File: src/hw/rtl/slls_pkg.sv
// shared types, constants and the ln_step helper function of the sound level log scaler
package slls_pkg;

  localparam int SAMPLE_BITS = 12;
  localparam int SCALE_SHIFT = 10;
  localparam int SCALE_MUL_W = 7;
  localparam int PROD_W      = SAMPLE_BITS + SCALE_MUL_W;
  localparam int SCALED_W    = PROD_W - SCALE_SHIFT;
  localparam int V_W         = 15;
  localparam int X_W         = 32;
  localparam int FRAC_W      = 16;
  localparam int LN_W        = 22;
  localparam int IP_W        = LN_W - 1 - FRAC_W;
  localparam int TENTHS_W    = 6;
  localparam int CFG_W       = 8;
  localparam int CFG_IDX_W   = 2;
  localparam int LEVEL_W     = 11;
  localparam int SLOPE_PROD_W = CFG_W + TENTHS_W;
  localparam int RECIP_W     = 16;
  localparam int RECIP_SHIFT = 19;
  localparam int RECIP_PROD_W = SLOPE_PROD_W + RECIP_W;
  localparam int LN_STEPS    = 7;
  localparam int STEP_IDX_W  = $clog2(LN_STEPS);

  localparam logic [SCALE_MUL_W-1:0] SCALE_MUL  = SCALE_MUL_W'(125);
  localparam logic [RECIP_W-1:0]     RECIP_TEN  = RECIP_W'(52429);
  localparam logic [TENTHS_W-1:0]    TENTHS_MAX = TENTHS_W'(63);

  localparam logic signed [LN_W-1:0] LN_INIT    = LN_W'(32'h000a65af);
  localparam logic signed [LN_W-1:0] LN_SHIFT8  = LN_W'(32'h00058b91);
  localparam logic signed [LN_W-1:0] LN_SHIFT4  = LN_W'(32'h0002c5c8);
  localparam logic signed [LN_W-1:0] LN_SHIFT2  = LN_W'(32'h000162e4);
  localparam logic signed [LN_W-1:0] LN_SHIFT1  = LN_W'(32'h0000b172);
  localparam logic [X_W-1:0]         X_ONE      = 32'h8000_0000;

  localparam logic signed [LN_W-1:0] STEP_LN [LN_STEPS] = '{
    LN_W'(32'h067cd), LN_W'(32'h03920), LN_W'(32'h01e27), LN_W'(32'h00f85),
    LN_W'(32'h007e1), LN_W'(32'h003f8), LN_W'(32'h001fe)
  };

  localparam logic [CFG_IDX_W-1:0] CFG_LEVEL_OFFSET = CFG_IDX_W'(0);
  localparam logic [CFG_IDX_W-1:0] CFG_LEVEL_SLOPE  = CFG_IDX_W'(1);

  typedef struct packed {
    logic                   valid;
    logic                   zero;
    logic [X_W-1:0]         x;
    logic signed [LN_W-1:0] y;
  } ln_stage_t;

  typedef struct packed {
    logic                   valid;
    logic                   zero;
    logic signed [LN_W-1:0] y;
  } ln_res_t;

  function automatic ln_stage_t ln_step(ln_stage_t s, int k);
    ln_stage_t r;
    logic [X_W-1:0] t;
    r = s;
    t = s.x + (s.x >> k);
    if (!t[X_W-1]) begin
      r.x = t;
      r.y = s.y - STEP_LN[STEP_IDX_W'(k - 1)];
    end
    return r;
  endfunction

endpackage

File: src/hw/rtl/sound_level_log_scaler.sv
// top level of the sound level log scaler: config registers and pipeline
// Usage:
//   A request is taken at each rising edge with start_i high and busy_o low.
//   busy_o is always low, so one sample can enter every clock cycle.
//   sample_i is an unsigned ADC conversion result.
//   Each result appears on level_o, log_tenths_o and zero_input_o for one
//   cycle with done_o high, after its request passes scaling, one
//   normalize stage, seven shift-add log stages, a residual stage, a tenths
//   stage and two multiplier stages for the slope/10 scaling.
//   Results come out in request order, one per request.
//   Throughput is one sample per cycle, set by the one-step-per-stage log chain.
//   The config channel (cfg_valid_i, cfg_ready_o, cfg_index_i, cfg_data_i)
//   is always ready; index 0 is level_offset, index 1 is level_slope, other
//   indexes are ignored. Write config only while no request is in flight.
//   Reset clears all valid bits and loads offset 10 and slope 16.
//   The receiver cannot stall; a result is gone after its strobe cycle.
module sound_level_log_scaler (
  input  logic                              clk_i,
  input  logic                              rst_ni,
  input  logic                              start_i,
  output logic                              busy_o,
  input  logic [slls_pkg::SAMPLE_BITS-1:0]  sample_i,
  output logic                              done_o,
  output logic [slls_pkg::LEVEL_W-1:0]      level_o,
  output logic [slls_pkg::TENTHS_W-1:0]     log_tenths_o,
  output logic                              zero_input_o,
  input  logic                              cfg_valid_i,
  output logic                              cfg_ready_o,
  input  logic [slls_pkg::CFG_IDX_W-1:0]    cfg_index_i,
  input  logic [slls_pkg::CFG_W-1:0]        cfg_data_i
);
  import slls_pkg::*;

  logic [CFG_W-1:0] level_offset_q, level_offset_d;
  logic [CFG_W-1:0] level_slope_q, level_slope_d;
  logic             accept;
  ln_stage_t        front_stage;
  ln_res_t          ln_res;

  assign busy_o      = 1'b0;
  assign cfg_ready_o = 1'b1;
  assign accept      = start_i & ~busy_o;

  always_comb begin
    level_offset_d = level_offset_q;
    level_slope_d  = level_slope_q;
    if (cfg_valid_i && cfg_ready_o) begin
      unique case (cfg_index_i)
        CFG_LEVEL_OFFSET: level_offset_d = cfg_data_i;
        CFG_LEVEL_SLOPE:  level_slope_d  = cfg_data_i;
        default: begin
        end
      endcase
    end
  end

  always_ff @(posedge clk_i or negedge rst_ni) begin
    if (!rst_ni) begin
      level_offset_q <= CFG_W'(10);
      level_slope_q  <= CFG_W'(16);
    end else begin
      level_offset_q <= level_offset_d;
      level_slope_q  <= level_slope_d;
    end
  end

  slls_front u_front (
    .clk_i    (clk_i),
    .rst_ni   (rst_ni),
    .valid_i  (accept),
    .sample_i (sample_i),
    .stage_o  (front_stage)
  );

  slls_ln_steps u_ln_steps (
    .clk_i   (clk_i),
    .rst_ni  (rst_ni),
    .stage_i (front_stage),
    .res_o   (ln_res)
  );

  slls_level u_level (
    .clk_i          (clk_i),
    .rst_ni         (rst_ni),
    .res_i          (ln_res),
    .level_offset_i (level_offset_q),
    .level_slope_i  (level_slope_q),
    .done_o         (done_o),
    .level_o        (level_o),
    .log_tenths_o   (log_tenths_o),
    .zero_input_o   (zero_input_o)
  );

endmodule

File: src/hw/rtl/slls_front.sv
// input scaling by 125/1024 and normalizing shifts of the log
module slls_front (
  input  logic                              clk_i,
  input  logic                              rst_ni,
  input  logic                              valid_i,
  input  logic [slls_pkg::SAMPLE_BITS-1:0]  sample_i,
  output slls_pkg::ln_stage_t               stage_o
);
  import slls_pkg::*;

  logic                 s1_valid_q;
  logic [SCALED_W-1:0]  scaled_q;
  logic [SCALED_W-1:0]  scaled_d;
  logic [PROD_W-1:0]    prod;
  ln_stage_t            stage_q;
  ln_stage_t            stage_d;
  logic [V_W-1:0]       m;
  logic signed [LN_W-1:0] y;

  assign prod     = PROD_W'(sample_i) * PROD_W'(SCALE_MUL);
  assign scaled_d = prod[PROD_W-1:SCALE_SHIFT];

  always_comb begin
    m = V_W'(scaled_q);
    y = LN_INIT;
    if (m < V_W'(1 << 7)) begin
      m = m << 8;
      y = y - LN_SHIFT8;
    end
    if (m < V_W'(1 << 11)) begin
      m = m << 4;
      y = y - LN_SHIFT4;
    end
    if (m < V_W'(1 << 13)) begin
      m = m << 2;
      y = y - LN_SHIFT2;
    end
    if (m < V_W'(1 << 14)) begin
      m = m << 1;
      y = y - LN_SHIFT1;
    end
    stage_d.valid = s1_valid_q;
    stage_d.zero  = (scaled_q == '0);
    stage_d.x     = {1'b0, m, {FRAC_W{1'b0}}};
    stage_d.y     = y;
  end

  always_ff @(posedge clk_i or negedge rst_ni) begin
    if (!rst_ni) begin
      s1_valid_q <= 1'b0;
      stage_q    <= '0;
    end else begin
      s1_valid_q <= valid_i;
      stage_q    <= stage_d;
    end
  end

  always_ff @(posedge clk_i) begin
    scaled_q <= scaled_d;
  end

  assign stage_o = stage_q;

endmodule

File: src/hw/rtl/slls_ln_steps.sv
// shift-add log steps, one per stage, and the residual correction
module slls_ln_steps (
  input  logic                clk_i,
  input  logic                rst_ni,
  input  slls_pkg::ln_stage_t stage_i,
  output slls_pkg::ln_res_t   res_o
);
  import slls_pkg::*;

  ln_stage_t stage_q [LN_STEPS];
  ln_res_t   res_q;
  ln_res_t   res_d;
  logic [X_W-1:0] resid;

  for (genvar i = 0; i < LN_STEPS; i++) begin : g_step
    ln_stage_t prev;
    if (i == 0) begin : g_first
      assign prev = stage_i;
    end else begin : g_next
      assign prev = stage_q[i-1];
    end
    always_ff @(posedge clk_i or negedge rst_ni) begin
      if (!rst_ni) begin
        stage_q[i] <= '0;
      end else begin
        stage_q[i] <= ln_step(prev, i + 1);
      end
    end
  end

  always_comb begin
    resid       = X_ONE - stage_q[LN_STEPS-1].x;
    res_d.valid = stage_q[LN_STEPS-1].valid;
    res_d.zero  = stage_q[LN_STEPS-1].zero;
    res_d.y     = stage_q[LN_STEPS-1].y - $signed(LN_W'(resid >> 15));
  end

  always_ff @(posedge clk_i or negedge rst_ni) begin
    if (!rst_ni) begin
      res_q <= '0;
    end else begin
      res_q <= res_d;
    end
  end

  assign res_o = res_q;

endmodule

File: src/hw/rtl/slls_level.sv
// log to tenths, saturation and level scaling by slope/10 plus offset
module slls_level (
  input  logic                          clk_i,
  input  logic                          rst_ni,
  input  slls_pkg::ln_res_t             res_i,
  input  logic [slls_pkg::CFG_W-1:0]    level_offset_i,
  input  logic [slls_pkg::CFG_W-1:0]    level_slope_i,
  output logic                          done_o,
  output logic [slls_pkg::LEVEL_W-1:0]  level_o,
  output logic [slls_pkg::TENTHS_W-1:0] log_tenths_o,
  output logic                          zero_input_o
);
  import slls_pkg::*;

  localparam int SUM_W = IP_W + 4 + 1;

  logic [LN_W-1:0]         uy;
  logic [IP_W-1:0]         ip;
  logic [FRAC_W-1:0]       fp;
  logic [FRAC_W+3:0]       fp10;
  logic [SUM_W-1:0]        sum;
  logic [TENTHS_W-1:0]     tenths_d;

  logic                    t_valid_q, p_valid_q, o_valid_q;
  logic                    t_zero_q, p_zero_q, o_zero_q;
  logic [TENTHS_W-1:0]     t_tenths_q, p_tenths_q, o_tenths_q;
  logic [SLOPE_PROD_W-1:0] sprod_q;
  logic [SLOPE_PROD_W-1:0] sprod_d;
  logic [RECIP_PROD_W-1:0] rprod;
  logic [LEVEL_W-1:0]      level_d;
  logic [LEVEL_W-1:0]      level_q;

  always_comb begin
    uy   = res_i.y[LN_W-1] ? '0 : res_i.y;
    ip   = uy[LN_W-2:FRAC_W];
    fp   = uy[FRAC_W-1:0];
    fp10 = (20'(fp) << 3) + (20'(fp) << 1);
    sum  = (SUM_W'(ip) << 3) + (SUM_W'(ip) << 1) + SUM_W'(fp10[FRAC_W+3:FRAC_W]);
    if (res_i.zero) begin
      tenths_d = '0;
    end else if (sum > SUM_W'(TENTHS_MAX)) begin
      tenths_d = TENTHS_MAX;
    end else begin
      tenths_d = sum[TENTHS_W-1:0];
    end
  end

  assign sprod_d = SLOPE_PROD_W'(level_slope_i) * SLOPE_PROD_W'(t_tenths_q);
  assign rprod   = RECIP_PROD_W'(sprod_q) * RECIP_PROD_W'(RECIP_TEN);
  assign level_d = LEVEL_W'(level_offset_i) + LEVEL_W'(rprod[RECIP_PROD_W-1:RECIP_SHIFT]);

  always_ff @(posedge clk_i or negedge rst_ni) begin
    if (!rst_ni) begin
      t_valid_q <= 1'b0;
      p_valid_q <= 1'b0;
      o_valid_q <= 1'b0;
    end else begin
      t_valid_q <= res_i.valid;
      p_valid_q <= t_valid_q;
      o_valid_q <= p_valid_q;
    end
  end

  always_ff @(posedge clk_i) begin
    t_zero_q   <= res_i.zero;
    t_tenths_q <= tenths_d;
    p_zero_q   <= t_zero_q;
    p_tenths_q <= t_tenths_q;
    sprod_q    <= sprod_d;
    o_zero_q   <= p_zero_q;
    o_tenths_q <= p_tenths_q;
    level_q    <= level_d;
  end

  assign done_o       = o_valid_q;
  assign level_o      = level_q;
  assign log_tenths_o = o_tenths_q;
  assign zero_input_o = o_zero_q;

endmodule

File: config.mk
export PLATFORM = sky130hd
export DESIGN_NAME = sound_level_log_scaler
export DESIGN_NICKNAME = d
export VERILOG_FILES = /design/src/hw/rtl/slls_pkg.sv /design/src/hw/rtl/sound_level_log_scaler.sv /design/src/hw/rtl/slls_front.sv /design/src/hw/rtl/slls_ln_steps.sv /design/src/hw/rtl/slls_level.sv
export SDC_FILE = /design/constraint.sdc
export NUM_CORES = 1
export LEC_CHECK = 0
export BUFFER_PORTS_ARGS = -buffer_cell sky130_fd_sc_hd__buf_2
export CORE_MARGIN = 8
export CORE_UTILIZATION = 35
export DETAILED_ROUTE_END_ITERATION = 16
export HOLD_SLACK_MARGIN = 0.08
export PLACE_DENSITY_LB_ADDON = 0.08
export SLEW_MARGIN = 20
export SYNTH_ARGS = -nofsm -noshare
export SYNTH_HDL_FRONTEND = slang
export SYNTH_SLANG_ARGS = --single-unit
File: constraint.sdc
create_clock -name clk_i -period 21.8 [get_ports clk_i]
set_clock_uncertainty 0.05 [all_clocks]
set_input_delay 1.09 -clock clk_i [delete_from_list [all_inputs] [get_ports clk_i]]
set_output_delay 1.09 -clock clk_i [all_outputs]
set_load 0.005 [all_outputs]
# ---- After elaboration in Yosys (flattened, before gate mapping)
# Cells that the tools add are included.
dict set report word_totals {
  output_inout_bits 21
  regBits 530
}
dict set report classes {
  n_mul 3
  mux 17
  n_addsub 20
  n_lt_le_gt_ge 5
  eq_ne 1
  reduce_logical 4
}
# cell count
set ops {}
lappend ops {{$mux 54} 6}
lappend ops {{$mux 22} 3}
lappend ops {{$mux 15} 4}
lappend ops {{$mux 53} 1}
lappend ops {{$add 31x30->32} 1}
lappend ops {{$add 32x25->32} 1}
lappend ops {{$add 32x26->32} 1}
lappend ops {{$add 32x27->32} 1}
lappend ops {{$add 32x28->32} 1}
lappend ops {{$add 32x29->32} 1}
lappend ops {{$add 32x30->32} 1}
lappend ops {{$sub 32x32->32 const A} 1}
lappend ops {{$mul 14x16->30 const B} 1}
lappend ops {{$sub 22x13->22 const B} 1}
lappend ops {{$sub 22x14->22 const B} 1}
lappend ops {{$sub 22x15->22 const B} 1}
lappend ops {{$sub 22x16->22 const B} 1}
lappend ops {{$sub 22x17->22 const B} 1}
lappend ops {{$sub 22x18->22} 1}
lappend ops {{$sub 22x18->22 const B} 1}
lappend ops {{$sub 22x19->22 const B} 1}
lappend ops {{$mux 21} 1}
lappend ops {{$add 19x17->20} 1}
lappend ops {{$mux 20} 1}
lappend ops {{15 further kinds} 16}

# ---- Depth between registers and ports, before layout
# Gate-level depths: netlist of run 1.
dict set report logic_depth {
  depth_word 8
  mapped_depth 33
  ltp_nobuf 33
}

# ---- By module
# From an unflattened synthesis of run 1, not the netlist that was laid out.
dict set report unflattened {
  cells_unflattened 3845
  hier_area_um2 38057.8
}
# mod area_each_um2 seq_area_each_um2 cells_each n_inst
set modules_own_cells {}
lappend modules_own_cells {slls_ln_steps 26316.5 10410.0 2668 1}
lappend modules_own_cells {slls_level 6729.0 996.0 683 1}
lappend modules_own_cells {slls_front 4375.4 1181.1 456 1}
lappend modules_own_cells {sound_level_log_scaler 636.9 404.1 38 1}

# ---- Worst setup path after synthesis of run 1
# OpenSTA, ideal clock, no wires.
dict set report synth_timing {
  kind {register to register}
  startpoint {register u_level.sprod_q[12]}
  endpoint {register u_level.level_q[10] (netlist: u_level.level_o[10])}
  path_slack_ps 14819
  setup_time_ps 118
  stages_incl_launch_ff 28
  arrival_time_ps 6813
  period_less_slack_ps 6981
  required_ps 21632
  path_cell_list {dfxtp_1 > inv_1 > ha_1 > fa_1 > fa_1 > fa_1 > inv_1 > fa_1 > inv_1 > fa_1 > inv_1 > ha_1 > o21ai_0 > nand2b_1 > a31o_2 > a41o_1 > a31o_2 > xor2_1 > inv_1 > fa_1 > nor2b_1 > o21ai_0 > a21boi_0 > o21ai_0 > a211o_1 > o31a_1 > a211o_1 > xnor2_1}
}
dict set report synth_between {
  elab_chain_cells 2
}
# element line_no
set synth_lines {}
lappend synth_lines {{from (decl)} slls_level.sv:27} ;# logic [SLOPE_PROD_W-1:0] sprod_q;
lappend synth_lines {{from (signal assigned)} slls_level.sv:69} ;# sprod_q <= sprod_d;
lappend synth_lines {{$mul 14x16->30} slls_level.sv:49} ;# assign rprod = RECIP_PROD_W'(sprod_q) * RECIP_PROD_W'(RECIP_TEN);
lappend synth_lines {{$add 8x11->11} slls_level.sv:50} ;# assign level_d = LEVEL_W'(level_offset_i) + LEVEL_W'(rprod[RECIP_PROD_W-1:RECIP_SHIFT]);
lappend synth_lines {{net u_level.level_d[10]} slls_level.sv:30} ;# logic [LEVEL_W-1:0] level_d;
lappend synth_lines {{to (signal assigned)} slls_level.sv:72} ;# level_q <= level_d;
lappend synth_lines {{to (decl)} slls_level.sv:31} ;# logic [LEVEL_W-1:0] level_q;
# The timed path passes the listed nets, and every way through them passes these cells.
# A chain may end at the register's enable or synchronous reset.

# ---- Worst setup path in the final report of run 1
# Same ends and word-level chain as after synthesis.

==> flow_summary.ini, run 1 <==
[run_status]
outcome = finished, final reports clean

[cells_and_area]
drive_above_1_share = 0.0707
insertedDiodeCount = 0
nets = 3615
stdcell_count = 4309
synthToLayoutAreaGrowth_pct = 11.8
final_cell_area_um2 = 34300

[synthesis]
synth-edff-count = 0
synth_ff_type = dfrtp_1
ys_seq_area_frac = 0.381
synth-seq-cells = 478
syn_area_um2 = 30700
yosysUniqueCellTypes = 76
synth_area_leaders = dfrtp_1 34%, ha_1 15%, fa_1 8.3%
synth_area_per_cell_um2 = 10.1
synth_common_cells = 420 x dfrtp_1, 357 x ha_1, 249 x nand2_1, 232 x inv_1, 192 x a21oi_1
synth.largest_area_cell = dfrtp_1
netlist.area_leader.share = 0.343
yosys_warnings = 0
syn_inst = 3041
yosysMostFrequentCell = dfrtp_1
synthArstFlopShare = 0.885

[setup_path]
critical_path_required_ns = 22.23
crit_top_cell = fa_1
critical_path_class = reg -> reg
crit_slowest_cell = fa_1
slowest_delay_ns = 0.64
r2r_cells = 28
cp.arrival_ns = 7.98
startpoint_type = flip-flop
crit_fanout = 5
cp-end-kind = flip-flop

[cts]
htree_levels = 2
cts_root_buffer = clkbuf_16
cts_sinks = 478
clk_latency_ns = 0.61
cts_tree = built
clkSlewWorstSetupHoldPaths_ns = 0.06
clk_path_buf_depth = 3
postCtsSetupRepairBufs = 0
cts_made_buffers = 58
hold_buffers = 0
cts_resized = 0

[drt]
drt-met1-wl_um = 31100
top_layer = met4
firstDrtPassIters = 5
route.met3.wl_um = 2080
drc = 0
viasPerCell = 4.88
wl_met2_um = 31500
wire_per_inst_um = 15.4
totalWireLength_um = 66600
antenna_left = 0
vias = 21000
drt_iter0_markers = 860

[job]
maxCapViolations = 0

[hold_path]
hold_path_class = reg -> reg
whs_path_depth = 0

[global_routing]
track_usage = 0.137
grt_antenna_before_repair = 2
grt_pass1_wl_um = 113000
grt_max_degree = 99
overflow = 0
grt_pass1_vias = 22100

[sta]
max_slew_margin = 0.337
worst_pin_slew_ns = 0.994
setup_ws_ns = 14.24
drv_slew = 0
fmax_mhz = 132
period_minus_slack_ns = 7.56
rsz0062_at_grt = no
setup_tns_ns = 0
hold_viol = 0
finalSetupViolCount = 0
min_period_over_period = 0.347

[floorplanning]
io_pins = 47
design.die.area_um2 = 97400
num_rows = 108
die_h_um = 312
start_util = 0.354
core_area_um2 = 86800
die_x_um = 312

[placement]
place_ws_ns = 14.24
dp_hpwl_um = 52400
place.gp.congestion = 0.825
placed_area_um2 = 32300
io_buffers = 44
dp.cells = 4200

[pwr]
peakVddDrop_uv = 113
leakage_nw = 16.6
p_total_w = 0.00542
powerDensity_nw_per_um2 = 158
sequential cells by signal, indices dropped and copies added (netlist names), 6 cells and up:
name                    flops
u_level.p_tenths_q          6
u_level.sprod_q            14
u_ln_steps.g_step.prev    285
u_front.scaled_q            9
level_slope_q               8
u_front.stage_o            39
u_ln_steps.stage_q         53
level_offset_q              8
u_ln_steps.res_o           24
u_level.level_o            11
u_level.t_tenths_q          6
u_level.log_tenths_o        6
area by class of cell:
type                    instances  area [um2]
flip-flops and latches        478       11700
well taps                    1155        1450
clock inverters                31         330
fillers                      8523       52500
multi-input cells            2274       17900
inverters                     233         875
repair buffers                 60         354
clock buffers                  78        1680
critical path, delay by kind of cell, from the launching register on:
family	cells	cell delay (ns)
buffers and inverters	5	0.28
AOI/OAI and AO/OA	10	2.28
xor gates and xnor gates	2	0.27
and+or+nand+nor	2	0.22
DFF	1	0.41
adders and majority gates	9	3.89
through the flow:
| step | utilization | hold WS (ns) |
|---|---|---|
| 6_report | 0.395 | 0.274 |
| 5_1_grt | 0.395 | 0.280 |
| 4_1_cts | 0.395 | 0.276 |
| 3_5_place_dp | 0.372 | 0.262 |
| 3_3_place_gp | 0.372 | 0.261 |
| 2_1_floorplan | - | 0.260 |
path summary, 6_finish.rpt:
path	start	slack, ns	to
max in group asynchronous	rst_ni	18.99	u_ln_steps.res_o[9]
max	u_level.sprod_q[12]	14.24	u_level.level_o[10]
min reg2reg	u_level.p_zero_q	0.27	u_level.zero_input_o
max reg2reg	u_level.sprod_q[12]	14.24	u_level.level_o[10]
min in group asynchronous	rst_ni	0.43	u_ln_steps.g_step[4].prev[55]
min	u_level.p_zero_q	0.27	u_level.zero_input_o
where the power goes:
part           switching [W]  internal (W)  total [W]
Sequential          0.000323       0.00126    0.00158
Combinational        0.00160       0.00124    0.00284
Clock               0.000383      0.000610   0.000993
kinds of logic (layout without fill, tap and decap cells):
kind of cell | Yosys count | after routing | share of synthesized area
AOI/OAI and AO/OA | 626 | 626 | 0.126
xor gates and xnor gates | 278 | 278 | 0.0794
adders and majority gates | 484 | 484 | 0.229
buffers and inverters | 295 | 402 | 0.0364
DFF | 478 | 478 | 0.381
muxes | 38 | 38 | 0.0139
other | 2 | 8 | 0.000245
and+or+nand+nor | 840 | 840 | 0.135
layer usage:
| layer | up-vias | global-route usage |
|---|---|---|
| met4 | 0 | 0.0410 |
| met3 | 115 | 0.0204 |
| met2 | 257 | 0.233 |
| met5 | - | 0 |
| met1 | 10100 | 0.181 |
| li1 | 10500 | - |
cells in the final DEF, fill, tap and decap left out, types with 18 or more instances in the layout:
cell and instances:
a21o_1 61, a21oi_1 190, and2_1 90, and3_1 27
buf_2 43, clkbuf_16 61, dfrtp_1 420, dfxtp_1 55
fa_1 127, ha_1 357, inv_1 232, mux2_2 27
nand2_1 249, nand2b_1 33, nand3_1 49, nor2_1 181
nor2b_1 54, nor3_1 58, o21a_1 29, o21ai_0 180
o21bai_1 24, o31ai_1 18, xnor2_1 144, xor2_1 134
Power figures use the tool's default switching activity.
==> run 2, diff against run 1 <==
Clock period 21.8 ns to 7.14 ns, I/O delays scaled along.
==> run 2 against run 1 <==
Non-clock buffer count is 49 higher. Die area unchanged. Flip-flop and latch count unchanged. Clock-buffer cell count decreased by 3. Hold slack got worse by 0.10 ns. Via count grew 1.0%. Final area grew 2.1%. First-iteration DRC count rose by 2.9%. Sequential power rose to 3.1 times the previous value. Register-to-register slack got worse by 14 ns. Critical path depth is 1 higher. Cell count grew 1.2%. Largest cell class unchanged. Largest power group unchanged.
==> flow_summary.ini, run 2 (same netlist as run 1, synthesis figures left out) <==
[global_routing]
overflow = 0
grt_antenna_before_repair = 1
grt_max_degree = 144
track_usage = 0.140
grt_pass1_wl_um = 115000
grt_pass1_vias = 22700

[setup_path]
slowest_delay_ns = 0.59
path_depth = 29
critical_path_required_ns = 7.57
cp-end-kind = flip-flop
r2r-start = u_level.sprod_q[12]
crit_slowest_cell = fa_1
crit_fanout = 4
crit_family = adder cells
endpoint = u_level.level_o[10]
reg2reg_setup_slack_ns = 0.25
critical_path_class = reg -> reg
startpoint_type = flip-flop
critPathLaunch = u_level.sprod_q[12]
r2r_cells = 29
worst_r2r_endpoint = u_level.level_o[10]
path_buf_inv = 6
cp.arrival_ns = 7.32

[sta]
hold_viol = 0
max_slew_margin = 0.300
worst_pin_slew_ns = 1.05
hold_ws_ns = 0.173
period_minus_slack_ns = 6.89
rsz0062_at_grt = yes
drv_slew = 0
fmax_mhz = 145
finalSetupViolCount = 0
min_period_over_period = 0.965

[floorplanning]
die_h_um = 312
io_pins = 47
die_x_um = 312
core_area_um2 = 86800
design.die.area_um2 = 97400
num_rows = 108
start_util = 0.354

[cells_and_area]
stdcell_count = 4361
n_fill_cell = 8500
synthToLayoutAreaGrowth_pct = 14.1
final_core_util = 0.404
nets = 3665
mostFrequentLayoutCell = dfrtp_1
largest_reg_flops = 285
layout_common_cells = 420 x dfrtp_1, 353 x ha_1, 249 x nand2_1, 232 x inv_1, 186 x a21oi_1
drive_above_1_share = 0.0905
final_cell_area_um2 = 35000

[pwr]
powerDensity_nw_per_um2 = 481
peakVddDrop_uv = 373
p_total_w = 0.0168
leakage_nw = 16.9

[run_status]
outcome = finished, final reports clean

[placement]
dp.cells = 4229
placed_area_um2 = 32500
io_buffers = 44
place.gp.congestion = 0.825
dp_hpwl_um = 53300

[cts]
cts_tree = built
clk_path_buf_depth = 3
clkSlewWorstSetupHoldPaths_ns = 0.06
clk_latency_ns = 0.62
cts_made_buffers = 59
cts_root_buffer = clkbuf_16
cts_sinks = 478
htree_levels = 2

[drt]
viasPerCell = 4.87
wire_per_inst_um = 15.6
totalWireLength_um = 67800
vias = 21200
drt_iter0_markers = 885
antenna_left = 0
drc = 0
firstDrtPassIters = 6

[hold_path]
hold_path_class = in -> reg

[job]
maxCapViolations = 0
==> run 2: power breakdown <==
group | total, W | leakage (nW) | switching (W) | internal [W]
logic | 0.00868 | 10.3 | 0.00489 | 0.00379
registers | 0.00484 | 5.56 | 0.000999 | 0.00385
clock network | 0.00332 | 1.09 | 0.00120 | 0.00212
total | 0.0168 | 16.9 | 0.00709 | 0.00976
==> run 2: timing repair <==
item,in CTS,in global routing
hold buffers,10,0
setup endpoints to repair,1,2
pin swaps,8,14
endpoints found under the hold margin,115,0
setup buffers,6,4
gates resized for setup,10,19
==> run 2: worst min path at each step <==
stage	from	to	slack, ns	depth (start not counted)
floorplan	rst_ni	level_offset_q[0]	0.01	0
global placement	u_level.p_tenths_q[3]	u_level.log_tenths_o[3]	0.26	0
detailed placement	u_level.p_tenths_q[1]	u_level.log_tenths_o[1]	0.26	0
CTS	cfg_index_i[1]	level_offset_q[1]	0.11	5
global route	cfg_index_i[1]	level_offset_q[1]	0.17	5
finish	cfg_index_i[1]	level_offset_q[1]	0.17	5
==> run 2: area by class of cell <==
type                       count  area, um2  area share
multi-input combinational   2274      18000       0.515
sequential                   478      11700       0.334
clock buffer                  75       1670      0.0476
tap                         1155       1450      0.0413
inverter                     233        875      0.0250
timing repair buffer         109        759      0.0217
clock inverter                36        553      0.0158
antenna                        1       2.50   0.0000715
==> run 2: per-layer routing <==
metal	vias to the layer above	wire length, um	global-route usage
met2	249	31700	0.236
met3	122	1850	0.0184
li1	10600	-	-
met4	0	2210	0.0473
met5	-	0	0
met1	10200	32000	0.183
==> run 2: through the flow <==
step           setup slack (ns)  TNS (ns)
2_1_floorplan             0.159         0
3_5_place_dp             -0.207    -0.207
3_3_place_gp             -0.115    -0.115
5_1_grt                  -0.125    -0.216
4_1_cts                  0.0382         0
6_report                  0.249         0
==> run 2: worst register-to-register path: cells and delay by family (launching register included) <==
kind / cells / cell delay [ns]
compound gates: 10 / 1.92
xor+xnor: 2 / 0.27
fa+ha+maj: 9 / 3.60
buf+inv: 6 / 0.38
flops: 1 / 0.32
simple gates: 2 / 0.22
